## src/rtl/asrp_pkg.sv

```systemverilog
// ============================================================================
// asrp_pkg
// Shared types, constants and helpers for the audio sample ring packetizer.
// ============================================================================
package asrp_pkg;

    // Default sizes, used as the defaults of the top level parameters.
    localparam int RING_DEPTH_DEF     = 2048;
    localparam int PACKET_SAMPLES_DEF = 48;

    // Field widths fixed by the interface.
    localparam int SAMPLE_W   = 16;
    localparam int WORDS_W    = 7;
    localparam int BYTES_W    = 8;
    localparam int VOL_W      = 7;
    localparam int CFG_DATA_W = 7;
    localparam int RAW_W      = 32;
    localparam int S_TDATA_W  = 40;
    localparam int M_TDATA_W  = 24;

    // Largest packet in words; larger requests are clipped to this.
    localparam logic [WORDS_W-1:0] MAX_WORDS = 7'd64;

    // Register reset values.
    localparam logic [VOL_W-1:0] VOLUME_RESET = 7'd50;
    localparam logic             MUTE_RESET   = 1'b1;

    // Depth of the command queue between the front and the back.
    localparam int QUEUE_DEPTH = 4;

    // Reciprocal of 100 scaled by 2^29; exact floor for magnitudes below 2^22.
    localparam int               RECIP_W     = 23;
    localparam logic [RECIP_W-1:0] RECIP_100 = 23'd5368710;
    localparam int               RECIP_SHIFT = 29;

    // Command codes carried on the input tuser.
    typedef enum logic [1:0] {
        FUNC_PUSH    = 2'd0,
        FUNC_REQUEST = 2'd1,
        FUNC_START   = 2'd2,
        FUNC_STOP    = 2'd3
    } func_t;

    // Configuration register indexes.
    typedef enum logic {
        CFG_VOLUME = 1'b0,
        CFG_MUTE   = 1'b1
    } cfg_index_t;

    // One classified command, passed from the front to the back.
    typedef struct packed {
        func_t                      func;
        logic signed [SAMPLE_W-1:0] sample;
        logic                       burst_end;
        logic [WORDS_W-1:0]         words;
    } cmd_t;

    // Back-end sequencer states.
    typedef enum logic [1:0] {
        ST_IDLE  = 2'd0,
        ST_SETUP = 2'd1,
        ST_EMIT  = 2'd2
    } back_state_t;

    // Codec artifact values -1 and -32768 are replaced by silence.
    function automatic logic signed [SAMPLE_W-1:0] drop_artifact(
        input logic signed [SAMPLE_W-1:0] s
    );
        logic signed [SAMPLE_W-1:0] r;
        r = s;
        if (s == 16'shFFFF || s == 16'sh8000) begin
            r = '0;
        end
        return r;
    endfunction

endpackage

```

## src/rtl/asrp_cmd_queue.sv

```systemverilog
// ============================================================================
// asrp_cmd_queue
// Short register FIFO of classified commands between the front and the back.
// ============================================================================
module asrp_cmd_queue
    import asrp_pkg::*;
#(
    parameter int DEPTH = QUEUE_DEPTH
) (
    input  logic aclk,
    input  logic aresetn,
    input  logic push_valid,
    output logic push_ready,
    input  cmd_t push_data,
    output logic pop_valid,
    input  logic pop_ready,
    output cmd_t pop_data
);

    localparam int IDX_W = $clog2(DEPTH);
    localparam int CNT_W = $clog2(DEPTH + 1);

    cmd_t             entry_reg [DEPTH];
    logic [IDX_W-1:0] wr_ptr_reg;
    logic [IDX_W-1:0] rd_ptr_reg;
    logic [CNT_W-1:0] count_reg;
    logic             do_push;
    logic             do_pop;
    logic [IDX_W-1:0] wr_ptr_inc;
    logic [IDX_W-1:0] rd_ptr_inc;

    assign push_ready = count_reg != CNT_W'(DEPTH);
    assign pop_valid  = count_reg != '0;
    assign pop_data   = entry_reg[rd_ptr_reg];
    assign do_push    = push_valid && push_ready;
    assign do_pop     = pop_valid && pop_ready;

    assign wr_ptr_inc = (wr_ptr_reg == IDX_W'(DEPTH - 1)) ? '0 : wr_ptr_reg + 1'b1;
    assign rd_ptr_inc = (rd_ptr_reg == IDX_W'(DEPTH - 1)) ? '0 : rd_ptr_reg + 1'b1;

    // Pointers and occupancy.
    always_ff @(posedge aclk) begin
        if (!aresetn) begin
            wr_ptr_reg <= '0;
            rd_ptr_reg <= '0;
            count_reg  <= '0;
        end else begin
            if (do_push) begin
                wr_ptr_reg <= wr_ptr_inc;
            end
            if (do_pop) begin
                rd_ptr_reg <= rd_ptr_inc;
            end
            if (do_push && !do_pop) begin
                count_reg <= count_reg + 1'b1;
            end else if (do_pop && !do_push) begin
                count_reg <= count_reg - 1'b1;
            end
        end
    end

    // Entry storage.
    always_ff @(posedge aclk) begin
        if (do_push) begin
            entry_reg[wr_ptr_reg] <= push_data;
        end
    end

endmodule

```

## config.mk

```make
export PLATFORM = sky130hd
export DESIGN_NAME = asrp_cmd_queue
export DESIGN_NICKNAME = d
export VERILOG_FILES = /design/src/rtl/asrp_pkg.sv /design/src/rtl/asrp_cmd_queue.sv
export SDC_FILE = /design/constraint.sdc
export NUM_CORES = 1
export LEC_CHECK = 0
export ABC_AREA = 1
export BUFFER_PORTS_ARGS = -buffer_cell sky130_fd_sc_hd__buf_4
export CAP_MARGIN = 20
export CORE_MARGIN = 4
export CORE_UTILIZATION = 57
export CTS_CLUSTER_DIAMETER = 200
export DETAILED_ROUTE_END_ITERATION = 16
export PLACE_DENSITY = 0.84
export SLEW_MARGIN = 25
export SYNTH_ARGS = -nofsm -noshare
export SYNTH_HDL_FRONTEND = slang
export SYNTH_SLANG_ARGS = --single-unit
export TNS_END_PERCENT = 1
```

## constraint.sdc

```tcl
create_clock -name aclk -period 2.8 [get_ports aclk]
set_input_delay 0.56 -clock aclk [delete_from_list [all_inputs] [get_ports aclk]]
set_output_delay 0.56 -clock aclk [all_outputs]
set_load 0.03 [all_outputs]
```

==> impl_results.md, run 1 <==
* Syn_nets at 358
* Buffers on Ports at 57
* Grt total ovfl at 0
* GR Util All Layers at around a fifth
* Layout cells sized above 1 at 24.63%
* Peak supply drop at 0.001035 V
* Fillers at between 400 and 500
* Hold_buf cts at 0
* WL final at 8516 um
* Global-route wire length before repair at 13170 um
* Worst slew pin tran at ~0.5 ns
* Initial antenna violation count at 0
* Remaining DRCs at 0
* CTS resizes at 0
* Fin nets at 426
* Clk slew on worst S/H paths at about 0.050 ns
* Worst Hold Class: in -> reg
* # setup viols final at 0
* F_max at between 0.4 and 0.5 GHz
* Synth Register Bits at 113
* Sinks on the clock net at 113
* Critical path peak fanout at 26
* Detail-routed net length per standard cell at approximately 17 um
* Max reg flops at between 100 and 150
* Synth Area per Inst at 13.52 um2
* Final hold slack at ~0.26 ns
* Synth unique cells at 19
* Vias at approximately 2800
* Status: finished clean
* Vias in the first global route at 2777
* Ports at 58
* Crit Path Class: reg -> out
* Row Count at 31
* Final hold vios at 0
* N_diodes at 0
* Final antenna-violating net count at 0
* Synth-to-Final Area Change at 24.96%
* Die height at 95.26 um
* H-tree depth at 4
* Initial DRC Count at approximately 160
* Routability Congestion at 0.7544
* Fin crit period at 2.476 ns
* Starting density of the core at 59.21%
* Clock latency on the worst-skew pair at 0.50 ns
* Synth Warn # at 0
* Period Utilization, post-route at about 88%
* CTS tree: done
* Slew Viols, Final at 0
* Via/cell ratio at about 5.5
* Post-CTS Setup Inserts at 0
* Core Region at ~7300 um2
* Seq/Total Area, Yosys at 76.10%
* Tot Pwr at roughly 6 mW
* Critical Path RT at 2.24 ns
* Total negative slack at 0 ns
* Power per cell area at around 1100 nW/um2
* Detail Placement HPWL at 4964 um
* Die ar. at 9074 um2
* CP endpoint kind: output port
* Clock Tree Root: clkbuf_8
* Pleak at 2.021 nW
* Arr. time, crit path at 1.92 ns
* Max Cap Viol at 0
* TritonCTS Buffers at 17
* Core Util, Final at approximately three quarters
* Unrepaired setup endpoints after global routing: false
* Pre-Repair DR Iteration Count at 4
* Max clock buf depth at 2
* Largest net degree at the start of global routing at 53
* Clock skew at 0.009968 ns
* Chip width at about 95 um
* Syn Inst Count at around 320
* Headroom to the max-slew limit at 67.42%
* CP startpoint kind: register
* Post-Syn Area at 4340 um2
-- layer usage --
layer	global-route usage, %	routed length (um)
met3	6.393	504
met5	0	0
met4	10.70	215
met2	35.39	4580
met1	21.37	3216
-- power by group --
| group | internal (mW) | switching (mW) |
|---|---|---|
| Sequential | 2.07 | 0.0990 |
| Combinational | 0.595 | 1.23 |
| Clock | 1.33 | 0.659 |
-- layout make-up --
type,count,area [um2],area share (%)
multi-input cells,176,884.6,16.31
inverters,17,66.31,1.223
clock buffers,18,417.9,7.705
well taps,99,123.9,2.284
clock inverters,14,146.4,2.699
repair buffers,64,480.5,8.858
flip-flops and latches,113,3304,60.92
-- critical path, stage by stage (launching register included) --
cell	delay [ns]
dfxtp_1	0.41
inv_2	0.40
o21ai_0	0.21
o22ai_1	0.20
buf_4	0.20
-- path summary, 6_finish.rpt --
| check | start | to | slack [ns] | cells past startpoint |
|---|---|---|---|---|
| setup / recovery | register | pop_data[9] | 0.32 | 4 |
| hold / removal | push_data[24] | entry_reg[1][24] | 0.26 | 1 |
| setup reg to reg | count_reg[1] | count_reg[2] | 0.70 | 13 |
| hold reg to reg | wr_ptr_reg[0] | wr_ptr_reg[0] | 0.54 | 2 |
-- cells in the mapped netlist (all sizes together) --
cell type | number | area share [%]
a21oi | 3 | 0.35
buf | 15 | 2.2
dfxtp | 9 | 4.2
edfxtp | 104 | 72
fa | 1 | 0.46
ha | 6 | 1.7
inv | 17 | 1.5
nand2 | 15 | 1.3
nand3 | 2 | 0.23
nand3b | 1 | 0.17
nand4 | 1 | 0.14
nor2 | 67 | 5.8
o21ai | 54 | 6.2
o22ai | 26 | 3.7
-- placed cells by master, fill, tap and decap left out --
cell type | Yosys | final
edfxtp_1 | 104 | 104
buf_4 | 6 | 64
nor2_1 | 67 | 63
o21ai_0 | 37 | 37
o22ai_1 | 26 | 26
o21ai_1 | 17 | 17
clkbuf_16 | 0 | 16
nand2_1 | 15 | 15
inv_1 | 15 | 15
dfxtp_1 | 9 | 8
ha_1 | 6 | 6
clkinv_2 | 0 | 6
nor2_2 | 0 | 4
a21oi_1 | 3 | 3
clkinv_1 | 0 | 3
bufinv_16 | 0 | 3
nand3_1 | 2 | 2
clkinvlp_4 | 0 | 2
inv_4 | 1 | 1
inv_2 | 1 | 1
nand3b_1 | 1 | 1
nand4_1 | 1 | 1
fa_1 | 1 | 1
dfxtp_2 | 0 | 1
clkbuf_8 | 0 | 1
clkbuf_1 | 0 | 1
-- logic make-up after synthesis --
family          Yosys count  synth area share (%)
flops                   113                 76.10
simple gates             86                 7.639
compound gates           83                 10.32
buf+inv                  32                 3.747
fa+ha+maj                 7                 2.191
-- stage by stage --
step	cell area, um2	std cells	worst slack, ns
floorplan	4340	321	0.3530
global placement	4860	469	0.8577
detailed placement	4860	469	0.7244
CTS	5424	501	0.3009
global route	5424	501	0.1693
finish	5424	501	0.3243
Note: power is estimated with default switching activity, not from simulation.
==> run 2: changes to the inputs <==
- ABC_AREA: 1 -> 0
- CORE_UTILIZATION: 57 -> 56
- PLACE_DENSITY: 0.84 -> 0.83
==> impl_results.md, run 2 <==
* Status: finished clean
* Remaining DRCs at 0 (unchanged)
* Post-synth top area cell: edfxtp_1
* Clock latency on the worst-skew pair at 0.51 ns (about the same)
* Syn Inst Count at 187 (-42%)
* Syn_nets at 224 (-37%)
* Arr. time, crit path at 2.05 ns (+0.13 ns)
* Synth Warn # at 0 (unchanged)
* Slew Viols, Final at 0 (unchanged)
* Placed cells at 337 (-28%)
* Die height at 94.94 um (-0.34%)
* Headroom to the max-slew limit at 54.20% (-13 points)
* Post-synthesis async set-or-reset flop share at 0% (unchanged)
* Global-route wire length before repair at 11660 um (-11%)
* Vias at 2024 (-26%)
* Number of synthesized flops with an enable pin at 104 (unchanged)
* Synth-to-Final Area Change at 26.19%
* Detail Placement HPWL at 4209 um (-15%)
* Peak supply drop at 0.0007861 V (-24%)
* Critical Path RT at 2.24 ns (about the same)
* Unrepaired setup endpoints after global routing: false
* Final Non-Filler Cells at 368 (-27%)
* Synth top area share at 73.78% (+1.8 points)
* Worst r2r src: count_reg[0]
* Worst r2r path cells at 7 (-6)
* Core Region at 7292 um2 (-0.53%)
* Grt total ovfl at 0 (unchanged)
* Ports at 58 (unchanged)
* Initial DRC Count at 97 (-38%)
* Synth Area per Inst at 22.64 um2 (+67%)
* Buffers on Ports at 57 (unchanged)
* Final antenna-violating net count at 0 (unchanged)
* Max clock buf depth at 2 (unchanged)
* WHS Endpoint: entry_reg[3][9]
* Max reg flops at 104 (unchanged)
* Detail-routed net length per standard cell at 19.70 um (+16%)
* Count leader, synth: edfxtp_1
* Sw Pwr at 1.562 mW (-21%)
* CTS tree: done
* Synth unique cells at 28 (+9)
* Die ar. at 9014 um2 (-0.67%)
* Crit Path Class: reg -> out
* N_diodes at 0 (unchanged)
* CP startpoint kind: register
* Power per cell area at 1041 nW/um2 (-5.6%)
* Post-Syn Area at 4233 um2 (-2.5%)
* Clock skew at 0.007344 ns (-0.002625 ns)
* Synth Area in XOR/XNOR at 0.4138% (+0.41 points)
* F_max at 0.3828 GHz (-5.2%)
* # setup viols final at 0 (unchanged)
* Via/cell ratio at 5.500 (+0.13%)
* TritonCTS Buffers at 17 (unchanged)
* Synth Register Bits at 113 (unchanged)
* Fin nets at 294 (-31%)
* H-tree depth at 4 (unchanged)
* Routability Congestion at 0.7085 (-6.1%)
* Clk slew on worst S/H paths at 0.06 ns (about the same)
* Largest family of logic cells by synthesized area: multiplexers
* GR Util All Layers at 18.67% (-1.4 points)
* Critical path peak fanout at 17 (-35%)
* Worst Hold Class: in -> reg
* Layout cells sized above 1 at 44.61% (+20 points)
* Final hold vios at 0 (unchanged)
* Initial antenna violation count at 0 (unchanged)
* Clock power frac at 36.4% (+3.2 points)
* Most common cell after layout, fill and taps aside: edfxtp_1
* Top cells by count, synth: edfxtp_1, mux4_2, dfxtp_1
* Post-CTS Setup Inserts at 0 (unchanged)
* Row Count at 31 (unchanged)
* Reg2Reg Capture Point: count_reg[2]
* Combinational power share at 24.6% (-5.9 points)
* P_int at 4.000 mW (+0.11%)
* Worst slew pin tran at 0.6870 ns (+0.1982 ns)
* Mux share of post-synthesis cell area at 14.31% (+14 points)
* Post-DP Area at 4778 um2 (-1.7%)
* Total negative slack at 0 ns (unchanged)
* CTS resizes at 0 (unchanged)
* Sw Share at 28.08% (-5.1 points)
* Synth area leaders: edfxtp_1, mux4_2, dfxtp_1
* Worst Hold Depth at 1 (unchanged)
* Sinks on the clock net at 113 (unchanged)
* Hold Path Origin: push_data[9]
* WL final at 7249 um (-15%)
* Post-Synth Simple-Gate Area at 2.779% (-4.9 points)
* Vias in the first global route at 2198 (-21%)
* CP endpoint kind: output port
* Chip width at 94.94 um (-0.34%)
* Pre-Repair DR Iteration Count at 4 (unchanged)
* Fin crit period at 2.612 ns (+0.1368 ns)
* Synth Area in Adders at 2.247% (+0.056 points)
* Synth Flop Type: edfxtp_1
* Compound-Gate Fraction of Synth Area at 0.8277% (-9.5 points)
* Tot Pwr at 5.562 mW (-7.0%)
* Period Utilization, post-route at 93.30% (+4.9 points)
* Flop pwr share at 39.1% (+2.8 points)
* Seq/Total Area, Yosys at 78.04% (+1.9 points)
* FF-to-FF setup slack at 0.39 ns (-0.31 ns)
* Max Cap Viol at 0 (unchanged)
* Final hold slack at 0.2480 ns (-0.01159 ns)
* Clock Tree Root: clkbuf_8
* Commonest cells after routing, fill and taps aside: edfxtp_1, buf_4, mux4_2, clkbuf_16, dfxtp_1
* Largest net degree at the start of global routing at 27 (-49%)
* Design area at 5341 um2 (-1.5%)
* Hold_buf cts at 0 (unchanged)
* Starting density of the core at 58.05% (-1.2 points)
* Pleak at 1.871 nW (-7.4%)
run 2: cell types whose count changed in the layout (fill, tap and decap cells not counted), moves of 4 or more:
cell	delta
and3_2	+4
buf_4	-7
inv_1	-12
mux4_2	+26
nand2_1	-10
nor2_1	-61
nor2_2	-4
o21ai_0	-34
o21ai_1	-16
o22ai_1	-26
run 2: cells by family after synthesis:
group / Yosys count
adders and majority gates: 7
buffers and inverters: 11
DFF: 113
AOI/OAI and AO/OA: 6
xor gates and xnor gates: 2
and+or+nand+nor: 20
muxes: 28
run 2: area by class of cell:
class	instances	area [um2]
Clock buffer	18	417.9
Clock inverter	13	145.1
Fill cell	441	1951
Inverter	3	11.26
Multi-Input combinational cell	63	870.8
Sequential cell	113	3304
Tap cell	99	123.9
Timing Repair Buffer	59	467.9
run 2: power groups by stage:
stage | Clock, mW | Sequential [mW] | Combinational, mW
3_5_place_dp | 0 | 2.21 | 1.38
5_1_grt | 2.14 | 2.19 | 1.47
3_3_place_gp | 0 | 2.19 | 1.36
2_1_floorplan | 0 | 2.14 | 0.986
4_1_cts | 2.05 | 2.18 | 1.39
6_report | 2.02 | 2.17 | 1.37
run 2: worst max path at each step:
stage,from,endpoint,slack (ns),cells after the start
finish,register,pop_data[13],0.19,3
global route,register,pop_data[24],0.07,3
global placement,count_reg[0],count_reg[2],0.51,7
detailed placement,count_reg[0],count_reg[2],0.39,7
CTS,register,pop_data[13],0.11,3
floorplan,count_reg[0],count_reg[2],0.60,7
run 2: per-stage QoR:
step                      utilization (%)  setup slack [ns]
final                               73.25            0.1875
after global routing                73.25           0.07301
after CTS                           73.25            0.1134
after detailed placement            65.53            0.3946
after global placement              65.53            0.5105
after floorplan                         -            0.5960
run 2: routing by layer:
metal / GRT usage (%) / part of all wire (%)
met1: 23.20 / 40
met2: 28.24 / 51
met3: 8.685 / 7.1
met4: 8.293 / 1.6
met5: 0 / 0
run 2: critical path: stages (launching register included):
cell     delay (ns)
dfxtp_2        0.56
buf_12         0.24
mux4_2         0.55
buf_4          0.19
