`src/rtl/asrp_pkg.sv`:
```
// ============================================================================
// asrp_pkg
// Shared types, constants and helpers for the audio sample ring packetizer.
// ============================================================================
package asrp_pkg;

    // Default sizes, used as the defaults of the top level parameters.
    localparam int RING_DEPTH_DEF     = 2048;
    localparam int PACKET_SAMPLES_DEF = 48;

    // Field widths fixed by the interface.
    localparam int SAMPLE_W   = 16;
    localparam int WORDS_W    = 7;
    localparam int BYTES_W    = 8;
    localparam int VOL_W      = 7;
    localparam int CFG_DATA_W = 7;
    localparam int RAW_W      = 32;
    localparam int S_TDATA_W  = 40;
    localparam int M_TDATA_W  = 24;

    // Largest packet in words; larger requests are clipped to this.
    localparam logic [WORDS_W-1:0] MAX_WORDS = 7'd64;

    // Register reset values.
    localparam logic [VOL_W-1:0] VOLUME_RESET = 7'd50;
    localparam logic             MUTE_RESET   = 1'b1;

    // Depth of the command queue between the front and the back.
    localparam int QUEUE_DEPTH = 4;

    // Reciprocal of 100 scaled by 2^29; exact floor for magnitudes below 2^22.
    localparam int               RECIP_W     = 23;
    localparam logic [RECIP_W-1:0] RECIP_100 = 23'd5368710;
    localparam int               RECIP_SHIFT = 29;

    // Command codes carried on the input tuser.
    typedef enum logic [1:0] {
        FUNC_PUSH    = 2'd0,
        FUNC_REQUEST = 2'd1,
        FUNC_START   = 2'd2,
        FUNC_STOP    = 2'd3
    } func_t;

    // Configuration register indexes.
    typedef enum logic {
        CFG_VOLUME = 1'b0,
        CFG_MUTE   = 1'b1
    } cfg_index_t;

    // One classified command, passed from the front to the back.
    typedef struct packed {
        func_t                      func;
        logic signed [SAMPLE_W-1:0] sample;
        logic                       burst_end;
        logic [WORDS_W-1:0]         words;
    } cmd_t;

    // Back-end sequencer states.
    typedef enum logic [1:0] {
        ST_IDLE  = 2'd0,
        ST_SETUP = 2'd1,
        ST_EMIT  = 2'd2
    } back_state_t;

    // Codec artifact values -1 and -32768 are replaced by silence.
    function automatic logic signed [SAMPLE_W-1:0] drop_artifact(
        input logic signed [SAMPLE_W-1:0] s
    );
        logic signed [SAMPLE_W-1:0] r;
        r = s;
        if (s == 16'shFFFF || s == 16'sh8000) begin
            r = '0;
        end
        return r;
    endfunction

endpackage

```
`src/rtl/asrp_front.sv`:
```
// ============================================================================
// asrp_front
// Input side: configuration registers, command classification and the
// two-stage sample conversion (gain multiply, then divide by 100).
// ============================================================================
module asrp_front
    import asrp_pkg::*;
(
    input  logic                  aclk,
    input  logic                  aresetn,
    // Configuration write channel
    input  logic                  cfg_valid,
    output logic                  cfg_ready,
    input  logic                  cfg_index,
    input  logic [CFG_DATA_W-1:0] cfg_data,
    // Input stream
    input  logic                  s_tvalid,
    output logic                  s_tready,
    input  logic [S_TDATA_W-1:0]  s_tdata,
    input  logic [1:0]            s_tuser,
    input  logic                  s_tlast,
    // Command to the queue
    output logic                  cmd_valid,
    input  logic                  cmd_ready,
    output cmd_t                  cmd
);

    localparam int PROD_W  = 24;
    localparam int MAG_W   = 22;
    localparam int QPROD_W = MAG_W + RECIP_W;

    logic [VOL_W-1:0] volume_reg;
    logic             mute_reg;

    // Stage 1 registers: gain product.
    logic                     st1_valid_reg;
    func_t                    st1_func_reg;
    logic                     st1_zero_reg;
    logic signed [PROD_W-1:0] st1_prod_reg;
    logic                     st1_burst_reg;
    logic [WORDS_W-1:0]       st1_words_reg;

    // Stage 2 registers: magnitude quotient.
    logic                     st2_valid_reg;
    func_t                    st2_func_reg;
    logic                     st2_zero_reg;
    logic                     st2_neg_reg;
    logic [SAMPLE_W-1:0]      st2_quot_reg;
    logic                     st2_burst_reg;
    logic [WORDS_W-1:0]       st2_words_reg;

    logic                       advance;
    logic [RAW_W-1:0]           raw;
    logic [WORDS_W-1:0]         req_words;
    logic                       zero_word;
    logic signed [SAMPLE_W-1:0] s_in;
    logic signed [PROD_W-1:0]   prod;
    logic                       prod_neg;
    logic [PROD_W-1:0]          prod_mag;
    logic [QPROD_W-1:0]         quot_full;
    logic signed [SAMPLE_W-1:0] sat_sample;

    // Configuration writes are always taken.
    assign cfg_ready = 1'b1;

    always_ff @(posedge aclk) begin
        if (!aresetn) begin
            volume_reg <= VOLUME_RESET;
            mute_reg   <= MUTE_RESET;
        end else if (cfg_valid) begin
            case (cfg_index_t'(cfg_index))
                CFG_VOLUME: volume_reg <= cfg_data;
                CFG_MUTE:   mute_reg   <= cfg_data[0];
                default:    ;
            endcase
        end
    end

    // The pipeline moves whenever its last stage is empty or being drained.
    assign advance  = !st2_valid_reg || cmd_ready;
    assign s_tready = advance;

    // Stage 1 logic: screen invalid words, apply mute and multiply by gain.
    assign raw       = s_tdata[RAW_W-1:0];
    assign req_words = s_tdata[RAW_W +: WORDS_W];
    assign zero_word = (raw == '0) || (raw == '1);
    assign s_in      = mute_reg ? '0 : $signed(raw[RAW_W-1 -: SAMPLE_W]);
    assign prod      = s_in * $signed({1'b0, volume_reg});

    // Stage 2 logic: truncating division of the magnitude by 100.
    assign prod_neg  = st1_prod_reg < 0;
    assign prod_mag  = prod_neg ? PROD_W'(-st1_prod_reg) : PROD_W'(st1_prod_reg);
    assign quot_full = QPROD_W'(prod_mag[MAG_W-1:0]) * QPROD_W'(RECIP_100);

    // Stage 3 logic: restore sign, saturate and drop artifact values.
    always_comb begin
        if (st2_neg_reg) begin
            if (st2_quot_reg > 16'd32768) begin
                sat_sample = 16'sh8000;
            end else begin
                sat_sample = $signed(~st2_quot_reg + 16'd1);
            end
        end else begin
            if (st2_quot_reg > 16'd32767) begin
                sat_sample = 16'sh7FFF;
            end else begin
                sat_sample = $signed(st2_quot_reg);
            end
        end
    end

    assign cmd_valid     = st2_valid_reg;
    assign cmd.func      = st2_func_reg;
    assign cmd.sample    = st2_zero_reg ? '0 : drop_artifact(sat_sample);
    assign cmd.burst_end = st2_burst_reg;
    assign cmd.words     = st2_words_reg;

    // Pipeline valid bits.
    always_ff @(posedge aclk) begin
        if (!aresetn) begin
            st1_valid_reg <= 1'b0;
            st2_valid_reg <= 1'b0;
        end else if (advance) begin
            st1_valid_reg <= s_tvalid;
            st2_valid_reg <= st1_valid_reg;
        end
    end

    // Pipeline payload.
    always_ff @(posedge aclk) begin
        if (advance) begin
            st1_func_reg  <= func_t'(s_tuser);
            st1_zero_reg  <= zero_word;
            st1_prod_reg  <= prod;
            st1_burst_reg <= s_tlast;
            st1_words_reg <= (req_words > MAX_WORDS) ? MAX_WORDS : req_words;

            st2_func_reg  <= st1_func_reg;
            st2_zero_reg  <= st1_zero_reg;
            st2_neg_reg   <= prod_neg;
            st2_quot_reg  <= quot_full[RECIP_SHIFT +: SAMPLE_W];
            st2_burst_reg <= st1_burst_reg;
            st2_words_reg <= st1_words_reg;
        end
    end

endmodule

```
`config.mk`:
```
export PLATFORM = sky130hd
export DESIGN_NAME = asrp_front
export DESIGN_NICKNAME = d
export VERILOG_FILES = /design/src/rtl/asrp_pkg.sv /design/src/rtl/asrp_front.sv
export SDC_FILE = /design/constraint.sdc
export NUM_CORES = 1
export LEC_CHECK = 0
export BUFFER_PORTS_ARGS = -buffer_cell sky130_fd_sc_hd__buf_2
export CAP_MARGIN = 30
export CORE_MARGIN = 8
export CORE_UTILIZATION = 46
export CTS_BUF_LIST = sky130_fd_sc_hd__clkbuf_8
export CTS_CLUSTER_SIZE = 28
export DETAILED_ROUTE_END_ITERATION = 16
export MAX_ROUTING_LAYER = met4
export PLACE_DENSITY = 0.61
export SLEW_MARGIN = 5
export SYNTH_ARGS = -nofsm -noshare
export SYNTH_HDL_FRONTEND = slang
export SYNTH_SLANG_ARGS = --single-unit
```
`constraint.sdc`:
```
create_clock -name aclk -period 17.55 [get_ports aclk]
set_input_delay 0 -clock aclk [delete_from_list [all_inputs] [get_ports aclk]]
set_output_delay 0 -clock aclk [all_outputs]
set_load 0.02 [all_outputs]
```
==> results of run 1 <==
==> routing by layer <==
metal / wire (um) / track usage [%] / vias to the layer above
met2: 17300 / 30.0 / 148
li1: - / - / 5607
met5: 0 / - / -
met4: 623 / 3.78 / 0
met1: 16300 / 23.1 / 5539
met3: 799 / 1.42 / 35
==> worst min-delay path, cell delays in order <==
cell	delay, ns
sky130_fd_sc_hd__buf_2	0.11
sky130_fd_sc_hd__nor2b_1	0.11
sky130_fd_sc_hd__nand2_1	0.08
sky130_fd_sc_hd__a21boi_0	0.06
==> how the worst max path moves through the flow <==
stage                     from          endpoint  slack [ns]
2_1_floorplan  st1_prod_reg[3]  st2_quot_reg[12]        9.44
3_5_place_dp   st1_prod_reg[3]  st2_quot_reg[12]        8.11
4_1_cts        st1_prod_reg[3]  st2_quot_reg[12]        8.12
6_report       st1_prod_reg[3]  st2_quot_reg[12]        8.27
5_1_grt        st1_prod_reg[3]  st2_quot_reg[12]        7.76
3_3_place_gp   st1_prod_reg[3]  st2_quot_reg[12]        7.79
==> logic make-up after synthesis <==
| family | after synthesis |
|---|---|
| compound gates | 177 |
| fa+ha+maj | 537 |
| simple gates | 353 |
| flops | 72 |
| buf+inv | 484 |
| mux | 2 |
| other cells | 1 |
| xor+xnor | 78 |
==> what timing repair did <==
item	CTS	global route
hold buffers	28	0
endpoints found under the setup margin	0	0
gates resized for setup	0	0
hold endpoints to repair	20	0
==> layout make-up <==
type	count	share of cell area [%]
Tap cell	461	3.22
Clock inverter	5	0.209
Clock buffer	11	0.845
Sequential cell	72	11.5
Inverter	462	9.67
Timing Repair Buffer	124	4.44
Multi-Input combinational cell	1148	70.1
==> metrics by stage <==
step,area [um2],hold slack (ns),worst slack [ns]
6_report,17900,0.0385,8.27
5_1_grt,17900,0.0568,7.76
4_1_cts,17900,0.00722,8.12
3_5_place_dp,17400,0.179,8.11
3_3_place_gp,17400,0.178,7.79
2_1_floorplan,16500,0.0989,9.44
==> Yosys cell counts (all sizes together), types with 7 or more instances <==
library cell | number | area [um2]
inv | 462 | 1730
ha | 277 | 3470
fa | 260 | 5200
and2 | 86 | 538
nand2 | 80 | 303
edfxtp | 62 | 1860
nor2 | 60 | 225
xnor2 | 50 | 472
a21oi | 48 | 240
o21ai | 31 | 163
xor2 | 28 | 287
nor2b | 26 | 163
nand3 | 20 | 100
nor4 | 19 | 140
nand4 | 16 | 100
a21o | 15 | 113
clkbuf | 15 | 56.3
nand2b | 12 | 75.1
dfxtp | 10 | 200
nor3 | 10 | 61.3
o21a | 9 | 67.6
a21boi | 8 | 60.1
o31ai | 8 | 73.8
buf | 7 | 36.3
==> results.md, run 1 <==
STA:
- The ratio of final minimum period to clock period is 52.9%.
- Based on the critical path, the design can be clocked at up to about 0.11 GHz.
- The time the final worst path needs with I/O delays and setup is a little over 9 ns.
- The number of hold violations in the final report is 0.
- The sum of negative setup slack is 0 ns.
- The actual slew at the worst max-slew pin is about 1 ns.
- The final number of max-transition violations was 0.
- Between clock sinks in the finished design, the worst skew comes to 0.0204 ns.
- The max-slew headroom at the worst pin is about a third.
- The count of endpoints failing setup in the final report is 0.
- Setup repair after global routing left no endpoint under its margin.

Floorplan:
- The width of the chip is a little over 200 um.
- The starting utilization of the core area is a little under half.
- The vertical die dimension is 205 um.
- The floorplan has 69 rows.
- The count of boundary I/O pins is 85.
- The die area is approximately 0.042 mm2.
- The placeable core area is around 0.035 mm2.

Finish:
- Leaving out fill and tap cells, the most frequent cells in the layout are sky130_fd_sc_hd__inv_1 (461), sky130_fd_sc_hd__ha_1 (277), sky130_fd_sc_hd__fa_1 (260).
- The final layout contains between 2000 and 2500 nets.
- The final-layout fill cell count is about 3300.
- Registers take about 0.0021 mm2.
- The flip-flop count of the largest register after layout is 23.
- After the flow finishes, the layout carries non-filler instances totaling around 2300.
- In the final layout, the multi-input gates occupy between 0.01 and 0.015 mm2.
- The leading cell type in the layout, fill and taps excluded is sky130_fd_sc_hd__inv_1.
- The end-of-flow core utilization is 50.6%.
- Cells with a size suffix above 1 make up between 7 and 8% of the layout.
- The area added between synthesis and finish is 8.94%.
- 0 antenna diodes ended up in the layout.

Hold path:
- The destination of the worst hold path is volume_reg[0].
- Along the worst hold path, the cell count comes to 4.
- The source of the worst hold timing path is cfg_index.
- The class of the most critical hold timing path is input port to register.

Synthesis:
- When the netlist entered floorplanning its net count stood at around 2300.
- The most instantiated flip-flop cell in the synthesis netlist is sky130_fd_sc_hd__edfxtp_1.
- The synthesized netlist devotes under 10% of its cell area to compound gates.
- After synthesis, the share of flip-flops with an asynchronous set or reset is 0%.
- The share of cell area taken by muxes after synthesis is less than 1%.
- The yosys synthesis warning count is 0.
- The share of the yosys chip area belonging to registers is about 13%.
- Dividing the synthesized area by the synthesized cell count gives between 9 and 10 um2.
- The simple logic cell fraction of the synthesized area is between 10% and 20%.
- By area, the combinational part of the netlist is dominated by adder cells.
- The post-synthesis cell count is about 1700.
- After Yosys synthesis, full adders, half adders and majority gates account for 52.7% of the synthesized area.
- The number of distinct standard cells referenced by the synthesized netlist is 78.
- Counting flops with a built-in enable in the synthesized netlist gives 62.
- Summing every instance area after synthesis gives between 0.015 and 0.02 mm2.
- The fraction of synthesized cell area in xor and xnor cells is under 10%.
- The count of state elements after synthesis is 72.

Setup path:
- Of all nets on the critical path, the largest fanout is 6.
- The end of the worst register-to-register path is st2_quot_reg[12].
- The data arrival time of the critical path is 9.40 ns.
- On the worst path, the slowest cell contributes a delay of approximately 0.6 ns.
- The cell count along the critical path is 27.
- The worst register-to-register path begins at st1_prod_reg[3].
- The cell with the largest stage delay on the worst path is sky130_fd_sc_hd__o41ai_1.
- In this design, the critical path's most frequently occurring cell is sky130_fd_sc_hd__fa_1.
- The capturing element type of the critical path is a register.
- The cell family contributing the most delay on the critical path is adder cells.
- The setup slack on the worst flop-to-flop path is 8.27 ns.
- By startpoint and endpoint, the worst setup path is classified as register to register.
- Counting both buffers and inverters, the worst setup path holds a total of 5.
- The count of cells along the worst register-to-register path is 27.
- Data on the critical path is required at its endpoint by approximately 18 ns.
- The worst setup path is launched from a register.

Placed design:
- The instance count after placement with tap cells included is around 2200.
- Buffers placed on the I/O ports in this run total ~80.
- The total half-perimeter wirelength after legalization and detailed placement is about 31000 um.
- The final RePlAce weighted congestion is approximately 0.89.

Drt:
- The routed design has ~35000 um of wire.
- For this run, design rule violations remaining after detail routing come to 0.
- The remaining antenna violation count is 0.
- The count of TritonRoute iterations in the first routing pass is 5.
- The detailed-route vias per instance is ~5.0.
- The number of vias after detailed routing is 11300.
- The average detailed-routed wire length per instance is ~15 um.
- The first-iteration detailed-routing DRC count is about 520.

Global routing:
- The initial antenna violation count was 0.
- The number of global-route vias before repair came to 12000.
- Global routing finished with a remaining overflow of 0.
- The all-layer global routing usage is about 18%.
- The pin count of the biggest net entering global routing is 38.
- The first global-routing pass estimated roughly 59000 um of wire.

Outcome:
- The run finished with clean final reports.

Clocking:
- The H-tree generated during clock tree synthesis spans 3 levels.
- TritonCTS built the clock tree.
- Clock tree synthesis found a total of 72 sinks.
- The number of buffers on the longest clock path is 2.
- The number of setup buffers added after CTS is 0.
- The clock-pin slew on the worst setup and hold paths is around 0.090 ns.
- Clock tree synthesis selected as its root buffer the cell sky130_fd_sc_hd__clkbuf_8.
- The insertion delay of the later-clocked pin in the worst-skew pair is roughly 0.37 ns.
- The number of buffers inserted during clock tree synthesis is 9.

Flow run:
- The tool flagged a number of max-cap violations equal to 0.
Power of run 1 is left out: the tool's default activity adds up to more than one toggle a clock period on the data nets, which glitch-free logic cannot reach.
==> run 2: changes to the inputs <==
--- a/config.mk
+++ b/config.mk
@@ -13,7 +13,7 @@
 export CTS_CLUSTER_SIZE = 28
 export DETAILED_ROUTE_END_ITERATION = 16
 export MAX_ROUTING_LAYER = met4
-export PLACE_DENSITY = 0.61
+export PLACE_DENSITY = 0.63
 export SLEW_MARGIN = 5
 export SYNTH_ARGS = -nofsm -noshare
 export SYNTH_HDL_FRONTEND = slang
==> constraint.sdc (replaced) <==
create_clock -name aclk -period 8.28 [get_ports aclk]
set_input_delay 0 -clock aclk [delete_from_list [all_inputs] [get_ports aclk]]
set_output_delay 0 -clock aclk [all_outputs]
set_load 0.02 [all_outputs]
==> run 2 against run 1 <==
  * Global-route usage grew 0.88 points
  * Die area stayed put
  * Wire length is 6.1% higher
  * Utilization grew 1.9 points
  * Non-clock buffer count up 51
  * Hold slack improved by 0.022 ns
  * Sequential cell count unchanged
  * Setup slack lost 8.2 ns
  * Critical path type unchanged
==> results.md, run 2 (synthesized netlist as in run 1, its figures left out) <==
STA:
- The final worst-path setup slack came to 0.121 ns (was 8.27 ns).
- The number of hold violations in the final report is 0 (unchanged).
- The count of endpoints failing setup in the final report came to 0 (unchanged).
- The actual slew at the worst max-slew pin is 0.952 ns (was 0.989 ns).
- RSZ-0062 raised after global routing: yes (was no).
- The max-slew headroom at the worst pin is 36.4% (was 33.9%).
- The final number of max-transition violations was 0 (unchanged).
- The time the final worst path needs with I/O delays and setup is 8.16 ns (was 9.28 ns).
- The ratio of final minimum period to clock period is 98.5% (was 52.9%).
- The final hold slack was 0.0610 ns (was 0.0385 ns).
- The achievable frequency was 0.123 GHz (was 0.108 GHz).
- The largest clock skew in the final design is 0.0136 ns (was 0.0204 ns).

Floorplan:
- The starting utilization of the core area was 46.5% (unchanged).
- The placeable core area was 0.0354 mm2 (unchanged).
- The count of boundary I/O pins is 85 (unchanged).
- The floorplan row count came to 69 (unchanged).
- The width of the chip is 205 um (unchanged).
- The vertical die dimension is 205 um (unchanged).
- The die area was 0.0421 mm2 (unchanged).

Finish:
- The flip-flop count of the largest register after layout is 23 (unchanged).
- The final-layout fill cell count is 3185 (was 3306).
- The fraction of layout instances using a drive strength above 1 came to 12.0% (was 7.74%).
- The area taken by multi-input logic gates is 0.0128 mm2 (was 0.0126 mm2).
- The final-stage net count came to 2461 (was 2410).
- Highest-count cells in the layout ignoring fill and taps: sky130_fd_sc_hd__inv_1 (453), sky130_fd_sc_hd__ha_1 (271), sky130_fd_sc_hd__fa_1 (258) (was sky130_fd_sc_hd__inv_1 (461), sky130_fd_sc_hd__ha_1 (277), sky130_fd_sc_hd__fa_1 (260)).
- The area added between synthesis and finish is 13.1% (was 8.94%).
- The number of antenna repair diodes is 0 (unchanged).
- The end-of-flow core utilization is 52.6% (was 50.6%).
- The leading cell type in the layout, fill and taps excluded is sky130_fd_sc_hd__inv_1 (unchanged).
- The area of all sequential standard cells is 0.00206 mm2 (unchanged).

Setup path:
- The highest fanout seen on the critical path is 4 (was 6).
- The category of the critical setup timing path is register to register (unchanged).
- The most frequent cell on the critical path is sky130_fd_sc_hd__fa_1 (unchanged).
- The data arrival time of the critical path is 8.29 ns (was 9.40 ns).
- The cell with the largest stage delay on the worst path is sky130_fd_sc_hd__or4_4 (was sky130_fd_sc_hd__o41ai_1).
- The capturing element type of the critical path is a register (unchanged).
- The maximum cell stage delay along the critical path is 0.55 ns (was 0.59 ns).
- The startpoint kind of the worst setup timing path is a register (unchanged).
- The required time of the critical path is 8.41 ns (was 17.67 ns).

Clocking:
- The cell at the root of the clock tree is sky130_fd_sc_hd__clkbuf_8 (unchanged).
- The clock-pin slew on the worst setup and hold paths is 0.09 ns (about the same).
- The number of sinks driven by the clock tree is 72 (unchanged).
- The depth of the CTS H-tree is 3 (unchanged).
- The number of buffers on the longest clock path is 2 (unchanged).
- The number of buffers inserted during clock tree synthesis is 9 (unchanged).
- The insertion delay of the later-clocked pin in the worst-skew pair is 0.37 ns (about the same).
- The clock tree from TritonCTS is done (unchanged).

Drt:
- The number of vias after detailed routing is 11600 (was 11300).
- The detailed-route vias per instance is 4.99 (was 4.96).
- The average detailed-routed wire length per instance is 15.9 um (was 15.3 um).
- The count of TritonRoute iterations in the first routing pass is 4 (was 5).
- The first-iteration detailed-routing DRC count is 427 (was 521).
- The remaining antenna violation count is 0 (unchanged).
- The detailed-route DRC error count is 0 (unchanged).
- The detailed-route wire length was 37200 um (was 35000 um).

Hold path:
- The class of the most critical hold timing path is input port to register (unchanged).

Global routing:
- The first-pass GRT wire length was 61300 um (was 58900 um).
- The number of global-route vias before repair is 12400 (was 12000).
- The pin count of the biggest net entering global routing is 66 (was 38).
- The initial antenna violation count is 0 (unchanged).
- The all-layer global routing usage came to 18.6% (was 17.7%).
- The overflow left after global routing is 0 (unchanged).

Placed design:
- The minimum setup slack after placement is -0.100 ns (was 8.11 ns).
- The final RePlAce weighted congestion came to 0.922 (was 0.889).
- The number of buffers inserted by port buffering is 82 (unchanged).
- The total half-perimeter wirelength after legalization and detailed placement came to 32400 um (was 30800 um).

Flow run:
- The max-cap violation count is 0 (unchanged).

Outcome:
- Status: completed (unchanged).
-- run 2: cell count changes in the layout (fill, tap and decap cells not counted), moves of 5 or more --
cell,previous run,this run
sky130_fd_sc_hd__buf_4,14,62
sky130_fd_sc_hd__inv_2,1,9
sky130_fd_sc_hd__ha_1,277,271
sky130_fd_sc_hd__a21oi_1,48,43
sky130_fd_sc_hd__a21oi_2,0,5
sky130_fd_sc_hd__ha_4,0,6
sky130_fd_sc_hd__inv_1,461,453
-- run 2: metal layers --
layer | share of wire (%) | global-route usage [%] | vias up | wire, um
met5 | 0 | - | - | 0
met4 | 2.6 | 4.90 | 0 | 956
met3 | 2.9 | 2.07 | 56 | 1080
met2 | 49 | 31.3 | 178 | 18300
met1 | 45 | 23.6 | 5681 | 16800
li1 | - | - | 5720 | -
-- run 2: worst max-delay path: cells and delay by family, from the launching register on --
family	cells	cell delay, ns
XOR/XNOR	2	0.29
flip-flops	1	0.41
adder cells (fa/ha/maj)	8	3.54
buffers and inverters	8	0.80
AO/OA/AOI/OAI	6	1.44
AND/OR/NAND/NOR	5	1.41
-- run 2: final timing paths --
check / from / endpoint / slack (ns) / cells after the start
max: st1_prod_reg[5] / st2_quot_reg[7] / 0.12 / 29
min reg2reg: st1_words_reg[4] / st2_words_reg[4] / 0.43 / 0
max reg2reg: st1_prod_reg[5] / st2_quot_reg[7] / 0.12 / 29
min: cfg_index / volume_reg[3] / 0.06 / 4
-- run 2: cell type report --
type | instances | area share (%)
inverters | 462 | 9.32
multi-input cells | 1148 | 68.8
clock inverters | 6 | 0.511
flip-flops and latches | 72 | 11.1
well taps | 461 | 3.10
clock buffers | 10 | 0.740
repair buffers | 175 | 6.44
-- run 2: timing repair --
action / in CTS / in global routing
endpoints found under the hold margin: 20 / 0
cloned: 0 / 0
resized for setup: 4 / 42
pin swaps: 1 / 17
setup buffers: 1 / 17
setup endpoints to repair: 6 / 13
hold buffers: 29 / 0
-- run 2: through the flow --
stage	setup TNS, ns	instances	cell area, um2
after floorplan	0	1704	16500
after global placement	0	2267	17700
after detailed placement	-0.256	2270	17700
after CTS	-0.00766	2316	18300
after global routing	-1.26	2334	18600
final	0	2334	18600
Power of run 2 is left out for the same reason.
==> run 3: changes to the inputs <==
--- a/config.mk
+++ b/config.mk
@@ -5,6 +5,7 @@
 export SDC_FILE = /design/constraint.sdc
 export NUM_CORES = 1
 export LEC_CHECK = 0
+export ABC_AREA = 1
 export BUFFER_PORTS_ARGS = -buffer_cell sky130_fd_sc_hd__buf_2
 export CAP_MARGIN = 30
 export CORE_MARGIN = 8
@@ -14,6 +15,7 @@
 export DETAILED_ROUTE_END_ITERATION = 16
 export MAX_ROUTING_LAYER = met4
 export PLACE_DENSITY = 0.63
+export RECOVER_POWER = 100
 export SLEW_MARGIN = 5
 export SYNTH_ARGS = -nofsm -noshare
 export SYNTH_HDL_FRONTEND = slang
==> run 3 against run 2 <==
  * The run now ends with max-capacitance violations, max-slew violations left
  * Final cell count grew 23%
  * Utilization fell by 2.3 points
  * Register-to-register slack improved by 0.60 ns
  * Count of clock-buffer cells in the layout fell by 1
  * Largest cell class unchanged
  * Clock skew is 0.011 ns higher
  * Non-clock buffer count is 47 lower
  * Maximum frequency increased by 7.9%
  * Critical path type unchanged
  * Die area grew 8.0%
  * Sequential share of layout area shrank 0.44 points
  * Sequential cell count stayed put
  * Cell area increased by 4.2%
==> results.md, run 3 <==
Setup path:
- The startpoint kind of the worst setup timing path is a register (unchanged).
- The origin of the critical flop-to-flop path was st1_prod_reg[0] (was st1_prod_reg[5]).
- The category of the critical setup timing path is register to register (unchanged).
- The count of cells along the worst register-to-register path is 30 (was 29).
- The end of the worst register-to-register path is st2_quot_reg[12] (was st2_quot_reg[7]).
- The highest fanout seen on the critical path is 7 (was 4).
- The maximum cell stage delay along the critical path is 0.53 ns (was 0.55 ns).
- The destination of the critical timing path is st2_quot_reg[12] (was st2_quot_reg[7]).
- The cell with the largest stage delay on the worst path is sky130_fd_sc_hd__fa_1 (was sky130_fd_sc_hd__or4_4).
- The launching instance or port of the critical path was st1_prod_reg[0] (was st1_prod_reg[5]).
- The capturing element type of the critical path is a register (unchanged).
- The required time of the critical path was 8.43 ns (was 8.41 ns).
- The setup slack on the worst flop-to-flop path is 0.72 ns (was 0.12 ns).
- The data arrival time of the critical path is 7.71 ns (was 8.29 ns).

Clocking:
- The number of sinks driven by the clock tree was 72 (unchanged).
- The number of buffers inserted during clock tree synthesis is 9 (unchanged).
- The number of setup buffers added after CTS was 0 (was 1).
- The depth of the CTS H-tree was 3 (unchanged).
- The insertion delay of the later-clocked pin in the worst-skew pair was 0.41 ns (was 0.37 ns).
- The clock-pin slew on the worst setup and hold paths is 0.08 ns (was 0.09 ns).
- The clock tree from TritonCTS is done (unchanged).
- The cell at the root of the clock tree is sky130_fd_sc_hd__clkbuf_8 (unchanged).
- The number of buffers on the longest clock path came to 2 (unchanged).

Placed design:
- The instance count after placement with tap cells included was 2815 (was 2270).
- The final RePlAce weighted congestion came to 0.978 (was 0.922).
- The number of buffers inserted by port buffering is 82 (unchanged).
- The minimum setup slack after placement is 0.743 ns (was -0.100 ns).
- The total half-perimeter wirelength after legalization and detailed placement came to 39600 um (was 32400 um).

STA:
- The number of hold violations in the final report is 0 (unchanged).
- The final number of max-transition violations is 65 (was 0).
- The max-slew headroom at the worst pin is -144% (was 36.4%).
- The count of endpoints failing setup in the final report is 0 (unchanged).
- The time the final worst path needs with I/O delays and setup came to 7.56 ns (was 8.16 ns).
- The final worst-path setup slack came to 0.720 ns (was 0.121 ns).
- The actual slew at the worst max-slew pin is 3.66 ns (was 0.952 ns).
- The ratio of final minimum period to clock period is 91.3% (was 98.5%).
- The sum of negative setup slack came to 0 ns (unchanged).
- RSZ-0062 raised after global routing: no (was yes).
- The largest clock skew in the final design was 0.0248 ns (was 0.0136 ns).
- The achievable frequency came to 0.132 GHz (was 0.123 GHz).

Finish:
- The area added between synthesis and finish is 8.35% (was 13.1%).
- The filler-free cell count of the finished design was 2862 (was 2334).
- The area of all sequential standard cells is 0.00206 mm2 (unchanged).
- Highest-count cells in the layout ignoring fill and taps: sky130_fd_sc_hd__inv_1 (597), sky130_fd_sc_hd__nand2_1 (313), sky130_fd_sc_hd__ha_1 (277) (was sky130_fd_sc_hd__inv_1 (453), sky130_fd_sc_hd__ha_1 (271), sky130_fd_sc_hd__fa_1 (258)).
- The leading cell type in the layout, fill and taps excluded was sky130_fd_sc_hd__inv_1 (unchanged).
- The area taken by multi-input logic gates is 0.0134 mm2 (was 0.0128 mm2).
- The flip-flop count of the largest register after layout came to 23 (unchanged).
- The final-stage net count is 2932 (was 2461).
- The number of antenna repair diodes is 0 (unchanged).
- The final-layout fill cell count is 3829 (was 3185).
- The fraction of layout instances using a drive strength above 1 was 5.50% (was 12.0%).

Global routing:
- The number of global-route vias before repair was 15000 (was 12400).
- The pin count of the biggest net entering global routing is 65 (was 66).
- The overflow left after global routing is 0 (unchanged).
- The initial antenna violation count is 0 (unchanged).
- The first-pass GRT wire length is 73300 um (was 61300 um).
- The all-layer global routing usage is 20.9% (was 18.6%).

Drt:
- The detailed-route wire length is 44900 um (was 37200 um).
- The detailed-route DRC error count is 0 (unchanged).
- The remaining antenna violation count is 0 (unchanged).
- The number of vias after detailed routing came to 14200 (was 11600).
- The detailed-route vias per instance is 4.98 (was 4.99).
- The average detailed-routed wire length per instance came to 15.7 um (was 15.9 um).
- The count of TritonRoute iterations in the first routing pass is 5 (was 4).
- The first-iteration detailed-routing DRC count was 737 (was 427).

Floorplan:
- The die area came to 0.0454 mm2 (was 0.0421 mm2).
- The starting utilization of the core area is 46.4% (was 46.5%).
- The width of the chip came to 213 um (was 205 um).
- The floorplan row count is 72 (was 69).
- The count of boundary I/O pins is 85 (unchanged).
- The placeable core area is 0.0386 mm2 (was 0.0354 mm2).
- The vertical die dimension was 213 um (was 205 um).

Synthesis:
- The share of synthesized flip-flops with an asynchronous set or reset was 0% (unchanged).
- The share of the yosys chip area belonging to registers is 11.5% (was 12.5%).
- The net count after synthesis came to 2815 (was 2297).
- The synthesized area is 0.0179 mm2 (was 0.0165 mm2).
- The cell taking the most area after synthesis is sky130_fd_sc_hd__fa_1 (unchanged).
- The average cell area after synthesis is 8.05 um2 (was 9.66 um2).
- The most instantiated flip-flop cell in the synthesis netlist is sky130_fd_sc_hd__edfxtp_1 (unchanged).
- The most frequent cell after synthesis was sky130_fd_sc_hd__inv_1 (unchanged).
- The count of state elements after synthesis is 72 (unchanged).
- The number of distinct standard cells referenced by the synthesized netlist is 47 (was 78).
- Cells taking the most area after synthesis: sky130_fd_sc_hd__fa_1 (29%), sky130_fd_sc_hd__ha_1 (19%), sky130_fd_sc_hd__inv_1 (13%) (was sky130_fd_sc_hd__fa_1 (32%), sky130_fd_sc_hd__ha_1 (21%), sky130_fd_sc_hd__edfxtp_1 (11%)).
- The fraction of synthesized cell area taken by the top area cell type was 29.1% (was 31.6%).
- The yosys synthesis warning count came to 0 (unchanged).
- The count of flip-flops with a built-in enable after synthesis is 62 (unchanged).
- Top cell types by occurrence after synthesis: sky130_fd_sc_hd__inv_1 (597), sky130_fd_sc_hd__nand2_1 (312), sky130_fd_sc_hd__ha_1 (277) (was sky130_fd_sc_hd__inv_1 (461), sky130_fd_sc_hd__ha_1 (277), sky130_fd_sc_hd__fa_1 (260)).
- The post-synthesis cell count was 2222 (was 1704).

Outcome:
- The final reports fail on max-capacitance violations, max-slew violations.
- Status: complete, but fails checks (was completed).

Hold path:
- The class of the most critical hold timing path is input port to register (unchanged).

Flow run:
- The max-cap violation count is 1 (was 0).
-- run 3: area by class of cell --
class / instances / area share, %
multi-input combinational: 1521 / 69.2
inverter: 607 / 11.8
clock buffer: 9 / 0.639
timing repair buffer: 128 / 4.04
sequential: 72 / 10.6
tap: 518 / 3.34
clock inverter: 7 / 0.368
-- run 3: cells by family (layout without fill, tap and decap cells) --
logic type	after synthesis	count (layout)	synth area share, %
xor gates and xnor gates	55	55	2.84
and+or+nand+nor	737	737	17.7
AOI/OAI and AO/OA	191	191	5.93
adders and majority gates	537	537	48.5
buffers and inverters	629	751	13.5
other	1	1	0.0210
DFF	72	72	11.5
-- run 3: per-layer routing --
layer | global-route usage [%] | wire length (um)
met1 | 24.9 | 19700
met2 | 37.0 | 22500
met3 | 1.98 | 1350
met4 | 6.69 | 1290
met5 | - | 0
-- run 3: repair_timing --
item | CTS | global route
resized for setup | 0 | 1
endpoints found under the hold margin | 20 | 0
setup endpoints to repair | 0 | 1
hold buffers | 30 | 0
-- run 3: how the worst min path moves through the flow --
| stage | startpoint | endpoint | slack [ns] | cells after the start |
|---|---|---|---|---|
| CTS | cfg_index | volume_reg[3] | 0.07 | 4 |
| finish | cfg_index | volume_reg[3] | 0.11 | 4 |
| global placement | s_tuser[1] | st1_func_reg[1] | 0.18 | 1 |
| floorplan | s_tlast | st1_burst_reg | 0.1 | 0 |
| detailed placement | s_tuser[0] | st1_func_reg[0] | 0.18 | 1 |
| global route | s_tdata[11] | st1_zero_reg | 0.12 | 4 |
-- run 3: worst max-delay path: cells and delay by family (launching register included) --
kind                       cells  cell delay, ns
AOI/OAI and AO/OA              4            0.85
xor gates and xnor gates       1            0.16
adders and majority gates      9            3.92
buffers and inverters          5            0.42
DFF                            1            0.41
and+or+nand+nor               11            1.51
-- run 3: per-stage QoR --
stage               utilization (%)  hold slack (ns)  area, um2
CTS                            50.4           0.0737      19400
global route                   50.3            0.116      19400
global placement               49.1            0.177      18900
floorplan                         -           0.0989      17900
finish                         50.3            0.113      19400
detailed placement             49.1            0.179      18900
Power of run 3 is left out for the same reason.
